File: src/rtl/mfr_pkg.sv
`default_nettype none
// ----------------------------------------------------------------------------
// mfr_pkg
// Shared types, codes and constants for the meter frame receiver.
// ----------------------------------------------------------------------------
package mfr_pkg;

  // Frame constants
  localparam logic [7:0] StartByte     = 8'h68;
  localparam logic [7:0] EndByte       = 8'h16;
  localparam logic [7:0] FrameOverhead = 8'd9;
  localparam logic [7:0] LenCap        = 8'd246;

  // Register reset values
  localparam logic [7:0]  MaxHuntBytesRst     = 8'd30;
  localparam logic [15:0] HuntTimeoutTicksRst = 16'd2;
  localparam logic [15:0] ByteTimeoutTicksRst = 16'd100;
  localparam logic [7:0]  MaxDataLenRst       = 8'd128;

  // Register indexes
  localparam logic [1:0] CFG_MAX_HUNT     = 2'd0;
  localparam logic [1:0] CFG_HUNT_TIMEOUT = 2'd1;
  localparam logic [1:0] CFG_BYTE_TIMEOUT = 2'd2;
  localparam logic [1:0] CFG_MAX_DATA_LEN = 2'd3;

  // Item modes
  localparam logic [1:0] MODE_BYTE = 2'd0;
  localparam logic [1:0] MODE_TICK = 2'd1;
  localparam logic [1:0] MODE_ARM  = 2'd2;

  // Receive phases
  localparam logic [2:0] PH_IDLE = 3'd0;
  localparam logic [2:0] PH_HUNT = 3'd1;
  localparam logic [2:0] PH_ADDR = 3'd2;
  localparam logic [2:0] PH_CTRL = 3'd3;
  localparam logic [2:0] PH_LEN  = 3'd4;
  localparam logic [2:0] PH_DATA = 3'd5;
  localparam logic [2:0] PH_CS   = 3'd6;
  localparam logic [2:0] PH_END  = 3'd7;

  localparam logic [7:0] AddrBytes = 8'd4;

  typedef enum logic [3:0] {
    ST_OK             = 4'd0,
    ST_HEADER_MISSING = 4'd1,
    ST_ADDR_TO        = 4'd2,
    ST_CTRL_TO        = 4'd3,
    ST_LEN_TO         = 4'd4,
    ST_TOO_LONG       = 4'd5,
    ST_DATA_TO        = 4'd6,
    ST_CS_TO          = 4'd7,
    ST_BAD_CS         = 4'd8,
    ST_END_TO         = 4'd9,
    ST_BAD_END        = 4'd10
  } status_e;

  typedef struct packed {
    logic [7:0]  max_hunt_bytes;
    logic [15:0] hunt_timeout_ticks;
    logic [15:0] byte_timeout_ticks;
    logic [7:0]  max_data_len;
  } cfg_t;

  typedef struct packed {
    logic [1:0] mode;
    logic [7:0] rx_byte;
  } item_t;

  typedef struct packed {
    logic       byte_valid;
    logic [7:0] byte_value;
    logic [7:0] byte_position;
    logic       done_res;
    status_e    status;
    logic [7:0] frame_length;
  } result_t;

  // Status reported when the wait in a phase runs out
  function automatic status_e timeout_status(logic [2:0] phase);
    status_e st;
    case (phase)
      PH_HUNT: st = ST_HEADER_MISSING;
      PH_ADDR: st = ST_ADDR_TO;
      PH_CTRL: st = ST_CTRL_TO;
      PH_LEN:  st = ST_LEN_TO;
      PH_DATA: st = ST_DATA_TO;
      PH_CS:   st = ST_CS_TO;
      PH_END:  st = ST_END_TO;
      default: st = ST_OK;
    endcase
    return st;
  endfunction

endpackage
`default_nettype wire

File: src/rtl/mfr_if.sv
`default_nettype none
// ----------------------------------------------------------------------------
// mfr_if
// Valid/ready channels for receiver input items and result items.
// ----------------------------------------------------------------------------
interface mfr_item_if;
  logic       valid;
  logic       ready;
  logic [1:0] mode;
  logic [7:0] rx_byte;

  modport source (output valid, output mode, output rx_byte, input ready);
  modport sink   (input valid, input mode, input rx_byte, output ready);
endinterface

interface mfr_result_if;
  logic       valid;
  logic       ready;
  logic       byte_valid;
  logic [7:0] byte_value;
  logic [7:0] byte_position;
  logic       done_res;
  logic [3:0] status;
  logic [7:0] frame_length;

  modport source (output valid, output byte_valid, output byte_value,
                  output byte_position, output done_res, output status,
                  output frame_length, input ready);
  modport sink   (input valid, input byte_valid, input byte_value,
                  input byte_position, input done_res, input status,
                  input frame_length, output ready);
endinterface
`default_nettype wire

File: src/rtl/mfr_cfg_regs.sv
`default_nettype none
// ----------------------------------------------------------------------------
// mfr_cfg_regs
// Configuration register file, write only.
// ----------------------------------------------------------------------------
module mfr_cfg_regs (
  input  wire logic         clk_i,
  input  wire logic         rst_ni,
  input  wire logic         cfg_we_i,
  input  wire logic [1:0]   cfg_idx_i,
  input  wire logic [15:0]  cfg_data_i,
  output mfr_pkg::cfg_t     cfg_o
);

  mfr_pkg::cfg_t cfg_q;

  always_ff @(posedge clk_i or negedge rst_ni) begin
    if (!rst_ni) begin
      cfg_q.max_hunt_bytes     <= mfr_pkg::MaxHuntBytesRst;
      cfg_q.hunt_timeout_ticks <= mfr_pkg::HuntTimeoutTicksRst;
      cfg_q.byte_timeout_ticks <= mfr_pkg::ByteTimeoutTicksRst;
      cfg_q.max_data_len       <= mfr_pkg::MaxDataLenRst;
    end else if (cfg_we_i) begin
      case (cfg_idx_i)
        mfr_pkg::CFG_MAX_HUNT:     cfg_q.max_hunt_bytes     <= cfg_data_i[7:0];
        mfr_pkg::CFG_HUNT_TIMEOUT: cfg_q.hunt_timeout_ticks <= cfg_data_i;
        mfr_pkg::CFG_BYTE_TIMEOUT: cfg_q.byte_timeout_ticks <= cfg_data_i;
        mfr_pkg::CFG_MAX_DATA_LEN: cfg_q.max_data_len       <= cfg_data_i[7:0];
        default: ;
      endcase
    end
  end

  assign cfg_o = cfg_q;

endmodule
`default_nettype wire

File: src/rtl/mfr_frame_fsm.sv
`default_nettype none
// ----------------------------------------------------------------------------
// mfr_frame_fsm
// Frame parser: hunt, header, data, checksum and end byte, with tick timeouts.
// ----------------------------------------------------------------------------
module mfr_frame_fsm (
  input  wire logic          clk_i,
  input  wire logic          rst_ni,
  input  wire mfr_pkg::cfg_t  cfg_i,
  input  wire logic          in_fire_i,
  input  wire mfr_pkg::item_t item_i,
  output logic               res_valid_o,
  output mfr_pkg::result_t   res_o
);

  logic [2:0]  phase_q, phase_d;
  logic [7:0]  sum_q, sum_d;
  logic [7:0]  field_q, field_d;
  logic [7:0]  hunt_q, hunt_d;
  logic [15:0] idle_q, idle_d;
  logic [7:0]  dlen_q, dlen_d;
  logic [7:0]  pos_q, pos_d;

  logic [7:0]  rx;
  logic [7:0]  field_inc;
  logic [7:0]  hunt_inc;
  logic [15:0] idle_inc;
  logic [15:0] tick_limit;
  logic [7:0]  len_limit;

  assign rx         = item_i.rx_byte;
  assign field_inc  = field_q + 8'd1;
  assign hunt_inc   = hunt_q + 8'd1;
  assign idle_inc   = (idle_q == 16'hFFFF) ? idle_q : idle_q + 16'd1;
  assign tick_limit = (phase_q == mfr_pkg::PH_HUNT) ? cfg_i.hunt_timeout_ticks
                                                    : cfg_i.byte_timeout_ticks;
  assign len_limit  = (cfg_i.max_data_len > mfr_pkg::LenCap) ? mfr_pkg::LenCap
                                                             : cfg_i.max_data_len;

  always_comb begin
    phase_d     = phase_q;
    sum_d       = sum_q;
    field_d     = field_q;
    hunt_d      = hunt_q;
    idle_d      = idle_q;
    dlen_d      = dlen_q;
    pos_d       = pos_q;
    res_valid_o = 1'b0;
    res_o       = '0;

    if (in_fire_i) begin
      case (item_i.mode)
        mfr_pkg::MODE_ARM: begin
          phase_d = mfr_pkg::PH_HUNT;
          sum_d   = '0;
          field_d = '0;
          hunt_d  = '0;
          idle_d  = '0;
          dlen_d  = '0;
          pos_d   = '0;
        end
        mfr_pkg::MODE_TICK: begin
          if (phase_q != mfr_pkg::PH_IDLE) begin
            idle_d = idle_inc;
            if (idle_inc >= tick_limit) begin
              res_valid_o    = 1'b1;
              res_o.done_res = 1'b1;
              res_o.status   = mfr_pkg::timeout_status(phase_q);
              phase_d        = mfr_pkg::PH_IDLE;
            end
          end
        end
        mfr_pkg::MODE_BYTE: begin
          if (phase_q != mfr_pkg::PH_IDLE) begin
            idle_d = '0;
            // default: the byte is taken into the frame; rejects override below
            res_valid_o         = 1'b1;
            res_o.byte_valid    = 1'b1;
            res_o.byte_value    = rx;
            res_o.byte_position = pos_q;
            pos_d               = pos_q + 8'd1;
            sum_d               = sum_q + rx;
            case (phase_q)
              mfr_pkg::PH_HUNT: begin
                hunt_d = hunt_inc;
                if (rx == mfr_pkg::StartByte) begin
                  res_o.byte_position = '0;
                  pos_d               = 8'd1;
                  sum_d               = rx;
                  field_d             = '0;
                  phase_d             = mfr_pkg::PH_ADDR;
                end else begin
                  res_o = '0;
                  pos_d = pos_q;
                  sum_d = sum_q;
                  if (hunt_inc >= cfg_i.max_hunt_bytes) begin
                    res_o.done_res = 1'b1;
                    res_o.status   = mfr_pkg::ST_HEADER_MISSING;
                    phase_d        = mfr_pkg::PH_IDLE;
                  end else begin
                    res_valid_o = 1'b0;
                  end
                end
              end
              mfr_pkg::PH_ADDR: begin
                field_d = field_inc;
                if (field_inc >= mfr_pkg::AddrBytes) phase_d = mfr_pkg::PH_CTRL;
              end
              mfr_pkg::PH_CTRL: begin
                phase_d = mfr_pkg::PH_LEN;
              end
              mfr_pkg::PH_LEN: begin
                if (rx > len_limit) begin
                  res_o          = '0;
                  res_o.done_res = 1'b1;
                  res_o.status   = mfr_pkg::ST_TOO_LONG;
                  pos_d          = pos_q;
                  sum_d          = sum_q;
                  phase_d        = mfr_pkg::PH_IDLE;
                end else begin
                  dlen_d  = rx;
                  field_d = '0;
                  phase_d = (rx == 8'd0) ? mfr_pkg::PH_CS : mfr_pkg::PH_DATA;
                end
              end
              mfr_pkg::PH_DATA: begin
                field_d = field_inc;
                if (field_inc >= dlen_q) phase_d = mfr_pkg::PH_CS;
              end
              mfr_pkg::PH_CS: begin
                if (rx != sum_q) begin
                  res_o          = '0;
                  res_o.done_res = 1'b1;
                  res_o.status   = mfr_pkg::ST_BAD_CS;
                  pos_d          = pos_q;
                  sum_d          = sum_q;
                  phase_d        = mfr_pkg::PH_IDLE;
                end else begin
                  phase_d = mfr_pkg::PH_END;
                end
              end
              mfr_pkg::PH_END: begin
                if (rx != mfr_pkg::EndByte) begin
                  res_o          = '0;
                  res_o.done_res = 1'b1;
                  res_o.status   = mfr_pkg::ST_BAD_END;
                  pos_d          = pos_q;
                  sum_d          = sum_q;
                end else begin
                  res_o.done_res     = 1'b1;
                  res_o.status       = mfr_pkg::ST_OK;
                  res_o.frame_length = dlen_q + mfr_pkg::FrameOverhead;
                end
                phase_d = mfr_pkg::PH_IDLE;
              end
              default: begin
                res_valid_o = 1'b0;
                res_o       = '0;
                pos_d       = pos_q;
                sum_d       = sum_q;
              end
            endcase
          end
        end
        default: ;
      endcase
    end
  end

  always_ff @(posedge clk_i or negedge rst_ni) begin
    if (!rst_ni) begin
      phase_q <= mfr_pkg::PH_IDLE;
      sum_q   <= '0;
      field_q <= '0;
      hunt_q  <= '0;
      idle_q  <= '0;
      dlen_q  <= '0;
      pos_q   <= '0;
    end else begin
      phase_q <= phase_d;
      sum_q   <= sum_d;
      field_q <= field_d;
      hunt_q  <= hunt_d;
      idle_q  <= idle_d;
      dlen_q  <= dlen_d;
      pos_q   <= pos_d;
    end
  end

endmodule
`default_nettype wire

File: src/rtl/mfr_out_fifo.sv
`default_nettype none
// ----------------------------------------------------------------------------
// mfr_out_fifo
// Two-entry result buffer; input side keeps running while one result waits.
// ----------------------------------------------------------------------------
module mfr_out_fifo (
  input  wire logic             clk_i,
  input  wire logic             rst_ni,
  input  wire logic             push_i,
  input  wire mfr_pkg::result_t push_data_i,
  output logic                  ready_o,
  input  wire logic             pop_i,
  output logic                  valid_o,
  output mfr_pkg::result_t      data_o
);

  mfr_pkg::result_t slot_q [2];
  logic       wr_ptr_q;
  logic       rd_ptr_q;
  logic [1:0] count_q;

  assign ready_o = (count_q != 2'd2);
  assign valid_o = (count_q != 2'd0);
  assign data_o  = slot_q[rd_ptr_q];

  always_ff @(posedge clk_i) begin
    if (push_i) slot_q[wr_ptr_q] <= push_data_i;
  end

  always_ff @(posedge clk_i or negedge rst_ni) begin
    if (!rst_ni) begin
      wr_ptr_q <= 1'b0;
      rd_ptr_q <= 1'b0;
      count_q  <= 2'd0;
    end else begin
      if (push_i) wr_ptr_q <= ~wr_ptr_q;
      if (pop_i)  rd_ptr_q <= ~rd_ptr_q;
      case ({push_i, pop_i})
        2'b10:   count_q <= count_q + 2'd1;
        2'b01:   count_q <= count_q - 2'd1;
        default: ;
      endcase
    end
  end

endmodule
`default_nettype wire

File: src/rtl/meter_frame_receiver.sv
// A result is written into the result buffer when its item is accepted and is offered on result_o from there.
// Throughput: one item per cycle while the result buffer is not full; the parser updates all state in one pass.
// A two-entry result buffer keeps item_i ready while one result waits unread.
// Reset (async, active low) leaves the receiver unarmed, buffer empty and the
// configuration registers at their default values.
`default_nettype none
// ----------------------------------------------------------------------------
// meter_frame_receiver
// Top level: config registers, frame parser and result buffer.
// ----------------------------------------------------------------------------
module meter_frame_receiver (
  input  wire logic        clk_i,
  input  wire logic        rst_ni,
  input  wire logic        cfg_we_i,
  input  wire logic [1:0]  cfg_idx_i,
  input  wire logic [15:0] cfg_data_i,
  mfr_item_if.sink         item_i,
  mfr_result_if.source     result_o
);

  mfr_pkg::cfg_t    cfg;
  mfr_pkg::item_t   item;
  mfr_pkg::result_t res;
  mfr_pkg::result_t head;
  logic             res_valid;
  logic             in_fire;
  logic             buf_ready;

  assign item.mode    = item_i.mode;
  assign item.rx_byte = item_i.rx_byte;
  assign item_i.ready = buf_ready;
  assign in_fire      = item_i.valid && buf_ready;

  mfr_cfg_regs u_cfg (
    .clk_i      (clk_i),
    .rst_ni     (rst_ni),
    .cfg_we_i   (cfg_we_i),
    .cfg_idx_i  (cfg_idx_i),
    .cfg_data_i (cfg_data_i),
    .cfg_o      (cfg)
  );

  mfr_frame_fsm u_fsm (
    .clk_i       (clk_i),
    .rst_ni      (rst_ni),
    .cfg_i       (cfg),
    .in_fire_i   (in_fire),
    .item_i      (item),
    .res_valid_o (res_valid),
    .res_o       (res)
  );

  mfr_out_fifo u_buf (
    .clk_i       (clk_i),
    .rst_ni      (rst_ni),
    .push_i      (res_valid),
    .push_data_i (res),
    .ready_o     (buf_ready),
    .pop_i       (result_o.valid && result_o.ready),
    .valid_o     (result_o.valid),
    .data_o      (head)
  );

  assign result_o.byte_valid    = head.byte_valid;
  assign result_o.byte_value    = head.byte_value;
  assign result_o.byte_position = head.byte_position;
  assign result_o.done_res      = head.done_res;
  assign result_o.status        = head.status;
  assign result_o.frame_length  = head.frame_length;

`ifndef ASSERT_OFF
  // every result is a frame byte, a finish, or both
  a_result_kind: assert property (@(posedge clk_i) disable iff (!rst_ni)
    result_o.valid |-> (result_o.byte_valid || result_o.done_res))
    else $error("result carries neither byte nor finish");

  // a good frame ends on its end byte with a sane length
  a_ok_frame: assert property (@(posedge clk_i) disable iff (!rst_ni)
    (result_o.valid && result_o.done_res && (result_o.status == mfr_pkg::ST_OK))
      |-> (result_o.byte_valid && (result_o.byte_value == mfr_pkg::EndByte)
           && (result_o.frame_length >= mfr_pkg::FrameOverhead)))
    else $error("ok status without end byte or length");

  // position zero is always the start byte
  a_start_pos: assert property (@(posedge clk_i) disable iff (!rst_ni)
    (result_o.valid && result_o.byte_valid && (result_o.byte_position == 8'd0))
      |-> (result_o.byte_value == mfr_pkg::StartByte))
    else $error("frame byte at position zero is not the start byte");
`endif

endmodule
`default_nettype wire

File: src/flat_wrapper.sv
// flat-port wrapper written by rule: the top's interface ports become plain ports
module meter_frame_receiver_flat 
  (clk_i, rst_ni, cfg_we_i, cfg_idx_i, cfg_data_i, item_i_valid, item_i_mode, item_i_rx_byte, item_i_ready, result_o_valid, result_o_byte_valid, result_o_byte_value, result_o_byte_position, result_o_done_res, result_o_status, result_o_frame_length, result_o_ready);
  mfr_item_if item_i_i ();
  mfr_result_if result_o_i ();
  input  wire logic clk_i;
  input  wire logic rst_ni;
  input  wire logic cfg_we_i;
  input  wire logic [1:0] cfg_idx_i;
  input  wire logic [15:0] cfg_data_i;
  input wire logic [$bits(item_i_i.valid)-1:0] item_i_valid;
  input wire logic [$bits(item_i_i.mode)-1:0] item_i_mode;
  input wire logic [$bits(item_i_i.rx_byte)-1:0] item_i_rx_byte;
  output wire logic [$bits(item_i_i.ready)-1:0] item_i_ready;
  output wire logic [$bits(result_o_i.valid)-1:0] result_o_valid;
  output wire logic [$bits(result_o_i.byte_valid)-1:0] result_o_byte_valid;
  output wire logic [$bits(result_o_i.byte_value)-1:0] result_o_byte_value;
  output wire logic [$bits(result_o_i.byte_position)-1:0] result_o_byte_position;
  output wire logic [$bits(result_o_i.done_res)-1:0] result_o_done_res;
  output wire logic [$bits(result_o_i.status)-1:0] result_o_status;
  output wire logic [$bits(result_o_i.frame_length)-1:0] result_o_frame_length;
  input wire logic [$bits(result_o_i.ready)-1:0] result_o_ready;
  assign item_i_i.valid = item_i_valid;
  assign item_i_i.mode = item_i_mode;
  assign item_i_i.rx_byte = item_i_rx_byte;
  assign item_i_ready = item_i_i.ready;
  assign result_o_valid = result_o_i.valid;
  assign result_o_byte_valid = result_o_i.byte_valid;
  assign result_o_byte_value = result_o_i.byte_value;
  assign result_o_byte_position = result_o_i.byte_position;
  assign result_o_done_res = result_o_i.done_res;
  assign result_o_status = result_o_i.status;
  assign result_o_frame_length = result_o_i.frame_length;
  assign result_o_i.ready = result_o_ready;
  meter_frame_receiver u_core (.clk_i(clk_i), .rst_ni(rst_ni), .cfg_we_i(cfg_we_i), .cfg_idx_i(cfg_idx_i), .cfg_data_i(cfg_data_i), .item_i(item_i_i), .result_o(result_o_i));
endmodule
File: config.mk
export PLATFORM = sky130hd
export DESIGN_NAME = meter_frame_receiver_flat
export DESIGN_NICKNAME = d
export VERILOG_FILES = /design/src/rtl/mfr_pkg.sv /design/src/rtl/mfr_if.sv /design/src/rtl/mfr_cfg_regs.sv /design/src/rtl/mfr_frame_fsm.sv /design/src/rtl/mfr_out_fifo.sv /design/src/rtl/meter_frame_receiver.sv /design/src/flat_wrapper.sv
export SDC_FILE = /design/constraint.sdc
export NUM_CORES = 1
export LEC_CHECK = 0
export BUFFER_PORTS_ARGS = -buffer_cell sky130_fd_sc_hd__buf_4
export CAP_MARGIN = 20
export CELL_PAD_IN_SITES_DETAIL_PLACEMENT = 0
export CELL_PAD_IN_SITES_GLOBAL_PLACEMENT = 2
export CORE_ASPECT_RATIO = 0.8
export CORE_MARGIN = 10
export CORE_UTILIZATION = 41
export CTS_CLUSTER_DIAMETER = 120
export DETAILED_ROUTE_END_ITERATION = 16
export GPL_TIMING_DRIVEN = 0
export PLACE_DENSITY_LB_ADDON = 0.1
export SYNTH_ARGS = -nofsm -noshare
export SYNTH_HDL_FRONTEND = slang
export SYNTH_HIERARCHICAL = 1
export SYNTH_SLANG_ARGS = --single-unit
File: constraint.sdc
create_clock -name clk_i -period 5.99 [get_ports clk_i]
set_input_delay 1.797 -clock clk_i [delete_from_list [all_inputs] [get_ports clk_i]]
set_output_delay 1.797 -clock clk_i [all_outputs]
set_load 0.05 [all_outputs]
==> flow_summary.json <==
{
  "outcome": "finished, final reports clean",
  "wl_um": 25120,
  "multi_input_area_sq_um": 4992,
  "grt_setup_unrepaired": "false",
  "numCtsBuffers": 17,
  "insertion_delay_ns": 0.44,
  "antenna_cells": 0,
  "wire_per_inst_um": 18.89,
  "vdd_drop_max_uv": 183.7,
  "cts_hold_buf": 0,
  "fin_util_pct": 48.42,
  "cap_viol_max_count": 0,
  "cts.sinks": 171,
  "track_usage_pct": 16.22,
  "slowest_delay_ns": 0.75,
  "post-cts-setup-buffer-count": 0,
  "io_buffers": 64,
  "startpoint_type": "flip-flop",
  "coreArea_sq_um": 23650,
  "area.sequential_sq_um": 4591,
  "finClkSkew_ns": 0.01143,
  "synth_area_per_cell_sq_um": 10.80,
  "syn_inst": 920,
  "place_area_sq_um": 10880,
  "slew_viol_final": 0,
  "synth_seq_cells": 171,
  "area_growth_pct": 15.19,
  "clk_pin_slew_ns": 0.07,
  "max_freq_ghz": 0.1896,
  "layout.nets": 1098,
  "clockBufferDepth": 2,
  "ys_types": 78,
  "cp-end-kind": "flip-flop",
  "die_y_um": 159.3,
  "yosys-top-cells-area": "dfrtp_1, edfxtp_1, mux2_2",
  "final.fill_count": 2246,
  "hold_class": "reg2reg",
  "post_cts_resized": 0,
  "cp_cell_sequence": "clkbuf_1 > nor3b_1 > clkbuf_2 > buf_2 > mux2i_1 > ha_1 > nand2_1 > o21ai_0 > a311oi_1 > o21ai_0 > o21ai_1 > a221oi_1 > inv_1 > nor2_4",
  "antenna_left": 0,
  "grt_max_degree": 58,
  "htree_levels": 4,
  "first_global_vias": 7097,
  "crit_type": "reg2reg",
  "synth.net_count": 1013,
  "rows": 50,
  "pwr_density_cell_nw_per_um2": 343.8,
  "antenna_found_initial": 0,
  "netlist.area_leader.share_pct": 25.68,
  "dieArea_sq_um": 30910,
  "layout_commonest_cell": "dfrtp_1",
  "finalSetupViolations": 0,
  "ys_seq_area_share_pct": 46.19,
  "finalCritPeriodShare_pct": 88.04,
  "yosysWarnings": 6,
  "drtPass1Iterations": 7,
  "power_frac_seq_pct": 37.3,
  "cts_root_buf": "clkbuf_16",
  "min_period_ns": 5.274,
  "ios": 65,
  "netlist_area_sq_um": 9940,
  "drive_gt1_share_pct": 22.89,
  "drtIter0Drc": 395,
  "clockPowerShare_pct": 27.5,
  "grt_pass1_wl_um": 40430,
  "synth_area_leader_cell": "dfrtp_1",
  "overflow": 0,
  "ys_async_sr_fraction_pct": 64.91,
  "synth_edf_count": 60,
  "crit_top_cell": "o21ai_0",
  "vias": 7192,
  "post_drt_via_cell_ratio": 5.408,
  "crit_fanout": 30,
  "p_int_uw": 2460,
  "worst_slew_pin_slew_ns": 1.035,
  "worstPathBufferInverterCount": 4,
  "yosys_most_used_dff": "dfrtp_1",
  "drc": 0,
  "slowest_stage": "nor2_4",
  "p_comb_share_pct": 35.1,
  "cp.required_ns": 6.05,
  "hold_viol_final": 0,
  "die_w_um": 194.1,
  "cts_tree": "yes",
  "switching_share_pct": 37.51,
  "leakagePower_uw": 0.004942,
  "cp.arrival_ns": 5.33,
  "fin_cells": 1330,
  "dpl.cell_count": 1298,
  "gp_congestion": 0.8274,
  "start_util_pct": 42.03,
  "mostFrequentLayoutCells": "dfrtp_1, mux2_2, nand2_1, buf_4, edfxtp_1",
  "switchingPower_uw": 1477,
  "fin_area_sq_um": 11450,
  "relSlewSlack_pct": 30.73,
  "critPathTopFamily": "simple AND/OR/NAND/NOR gates",
  "dp_hpwl_um": 18730
}
-- cells by family after synthesis --
kind of cell | count (synthesis) | share of synthesized area (%)
flops | 171 | 46.19
xor+xnor | 38 | 3.348
buf+inv | 74 | 3.663
compound gates | 188 | 12.73
mux | 111 | 12.25
fa+ha+maj | 60 | 7.628
simple gates | 278 | 14.20
-- synth_stat cells, drive strengths merged (4+ instances only) --
master	n
nand3b	5
a21oi	37
or3	5
mux2	85
buf	16
a31oi	14
nand3	36
xor2	13
and2	11
or2	5
nand4	15
ha	59
a32o	8
o21ai	49
a211oi	5
o31ai	10
dfstp	9
a21bo	5
mux2i	26
nand2	82
xnor2	25
nand2b	10
a21o	14
dfrtp	102
edfxtp	60
inv	32
o211ai	9
a22o	5
and3	17
o21a	4
nor3b	4
nor3	14
nor2b	5
clkbuf	25
nor2	55
-- stage by stage --
| stage | hold WS (ns) | setup slack (ns) | total power [uW] | TNS (ns) |
|---|---|---|---|---|
| 6_report | 0.4879 | 0.7162 | 3937 | 0 |
| 5_1_grt | 0.5101 | 0.2296 | 4172 | 0 |
| 4_1_cts | 0.4886 | 0.4471 | 3979 | 0 |
| 3_5_place_dp | 0.4792 | 0.4652 | 2886 | 0 |
| 3_3_place_gp | 0.4719 | -0.8991 | 2870 | -26.78 |
| 2_1_floorplan | 0.4535 | 1.110 | 2470 | 0 |
-- final timing paths --
check	from	end	slack, ns	cells past startpoint
max reg2reg	u_core/u_fsm/phase_q[0]$_DFFE_PN0P_	u_core/u_buf/slot_q[0][1]$_DFFE_PP_	0.72	14
max in group asynchronous	rst_ni	u_core/u_cfg/cfg_o[7]$_DFFE_PN1P_	3.95	2
min reg2reg	u_core/u_buf/count_q[1]$_DFFE_PN0P_	u_core/u_buf/count_q[1]$_DFFE_PN0P_	0.49	1
min in group asynchronous	rst_ni	u_core/u_cfg/cfg_o[39]$_DFFE_PN0P_	1.32	1
max	u_core/u_fsm/phase_q[0]$_DFFE_PN0P_	u_core/u_buf/slot_q[0][1]$_DFFE_PP_	0.72	14
min	u_core/u_buf/count_q[1]$_DFFE_PN0P_	u_core/u_buf/count_q[1]$_DFFE_PN0P_	0.49	1
-- cell type report --
type | instances | area share [%]
tap | 312 | 3.409
clock inverter | 15 | 1.279
clock buffer | 17 | 3.715
buffer | 42 | 2.142
timing repair buffer | 66 | 4.710
inverter | 32 | 1.049
sequential | 171 | 40.09
multi-input combinational | 675 | 43.60
-- power by group through the flow --
stage / clock network (uW) / registers, uW / logic (uW)
2_1_floorplan: 0 / 1460 / 1010
3_3_place_gp: 0 / 1490 / 1380
3_5_place_dp: 0 / 1490 / 1390
4_1_cts: 1110 / 1470 / 1400
5_1_grt: 1160 / 1490 / 1520
6_report: 1080 / 1470 / 1380
-- metal layers --
metal,track usage [%],vias to the layer above,wire length (um)
met5,0,-,0
met4,3.282,0,175
met3,3.636,9,1016
met2,22.61,107,10450
met1,24.75,3525,13480
li1,-,3551,-
-- sequential cells by signal, indices dropped and copies added (netlist names), 2 cells and up --
register	flops
u_core/u_fsm/sum_q	8
u_core/u_buf/slot_q	60
u_core/u_fsm/idle_q	16
u_core/u_fsm/field_q	8
u_core/u_fsm/pos_q	8
u_core/u_fsm/phase_q	3
u_core/u_cfg/cfg_o	48
u_core/u_buf/count_q	2
u_core/u_fsm/dlen_q	8
u_core/u_fsm/hunt_q	8
-- worst register-to-register path, delay by kind of cell, from the launching register on --
| family | cells | cell delay (ns) |
|---|---|---|
| AO/OA/AOI/OAI | 5 | 1.31 |
| adder cells (fa/ha/maj) | 1 | 0.20 |
| buffers and inverters | 4 | 1.24 |
| flip-flops | 1 | 0.32 |
| multiplexers | 1 | 0.42 |
| AND/OR/NAND/NOR | 3 | 1.37 |
No activity file was read; power rests on OpenSTA's default activity.
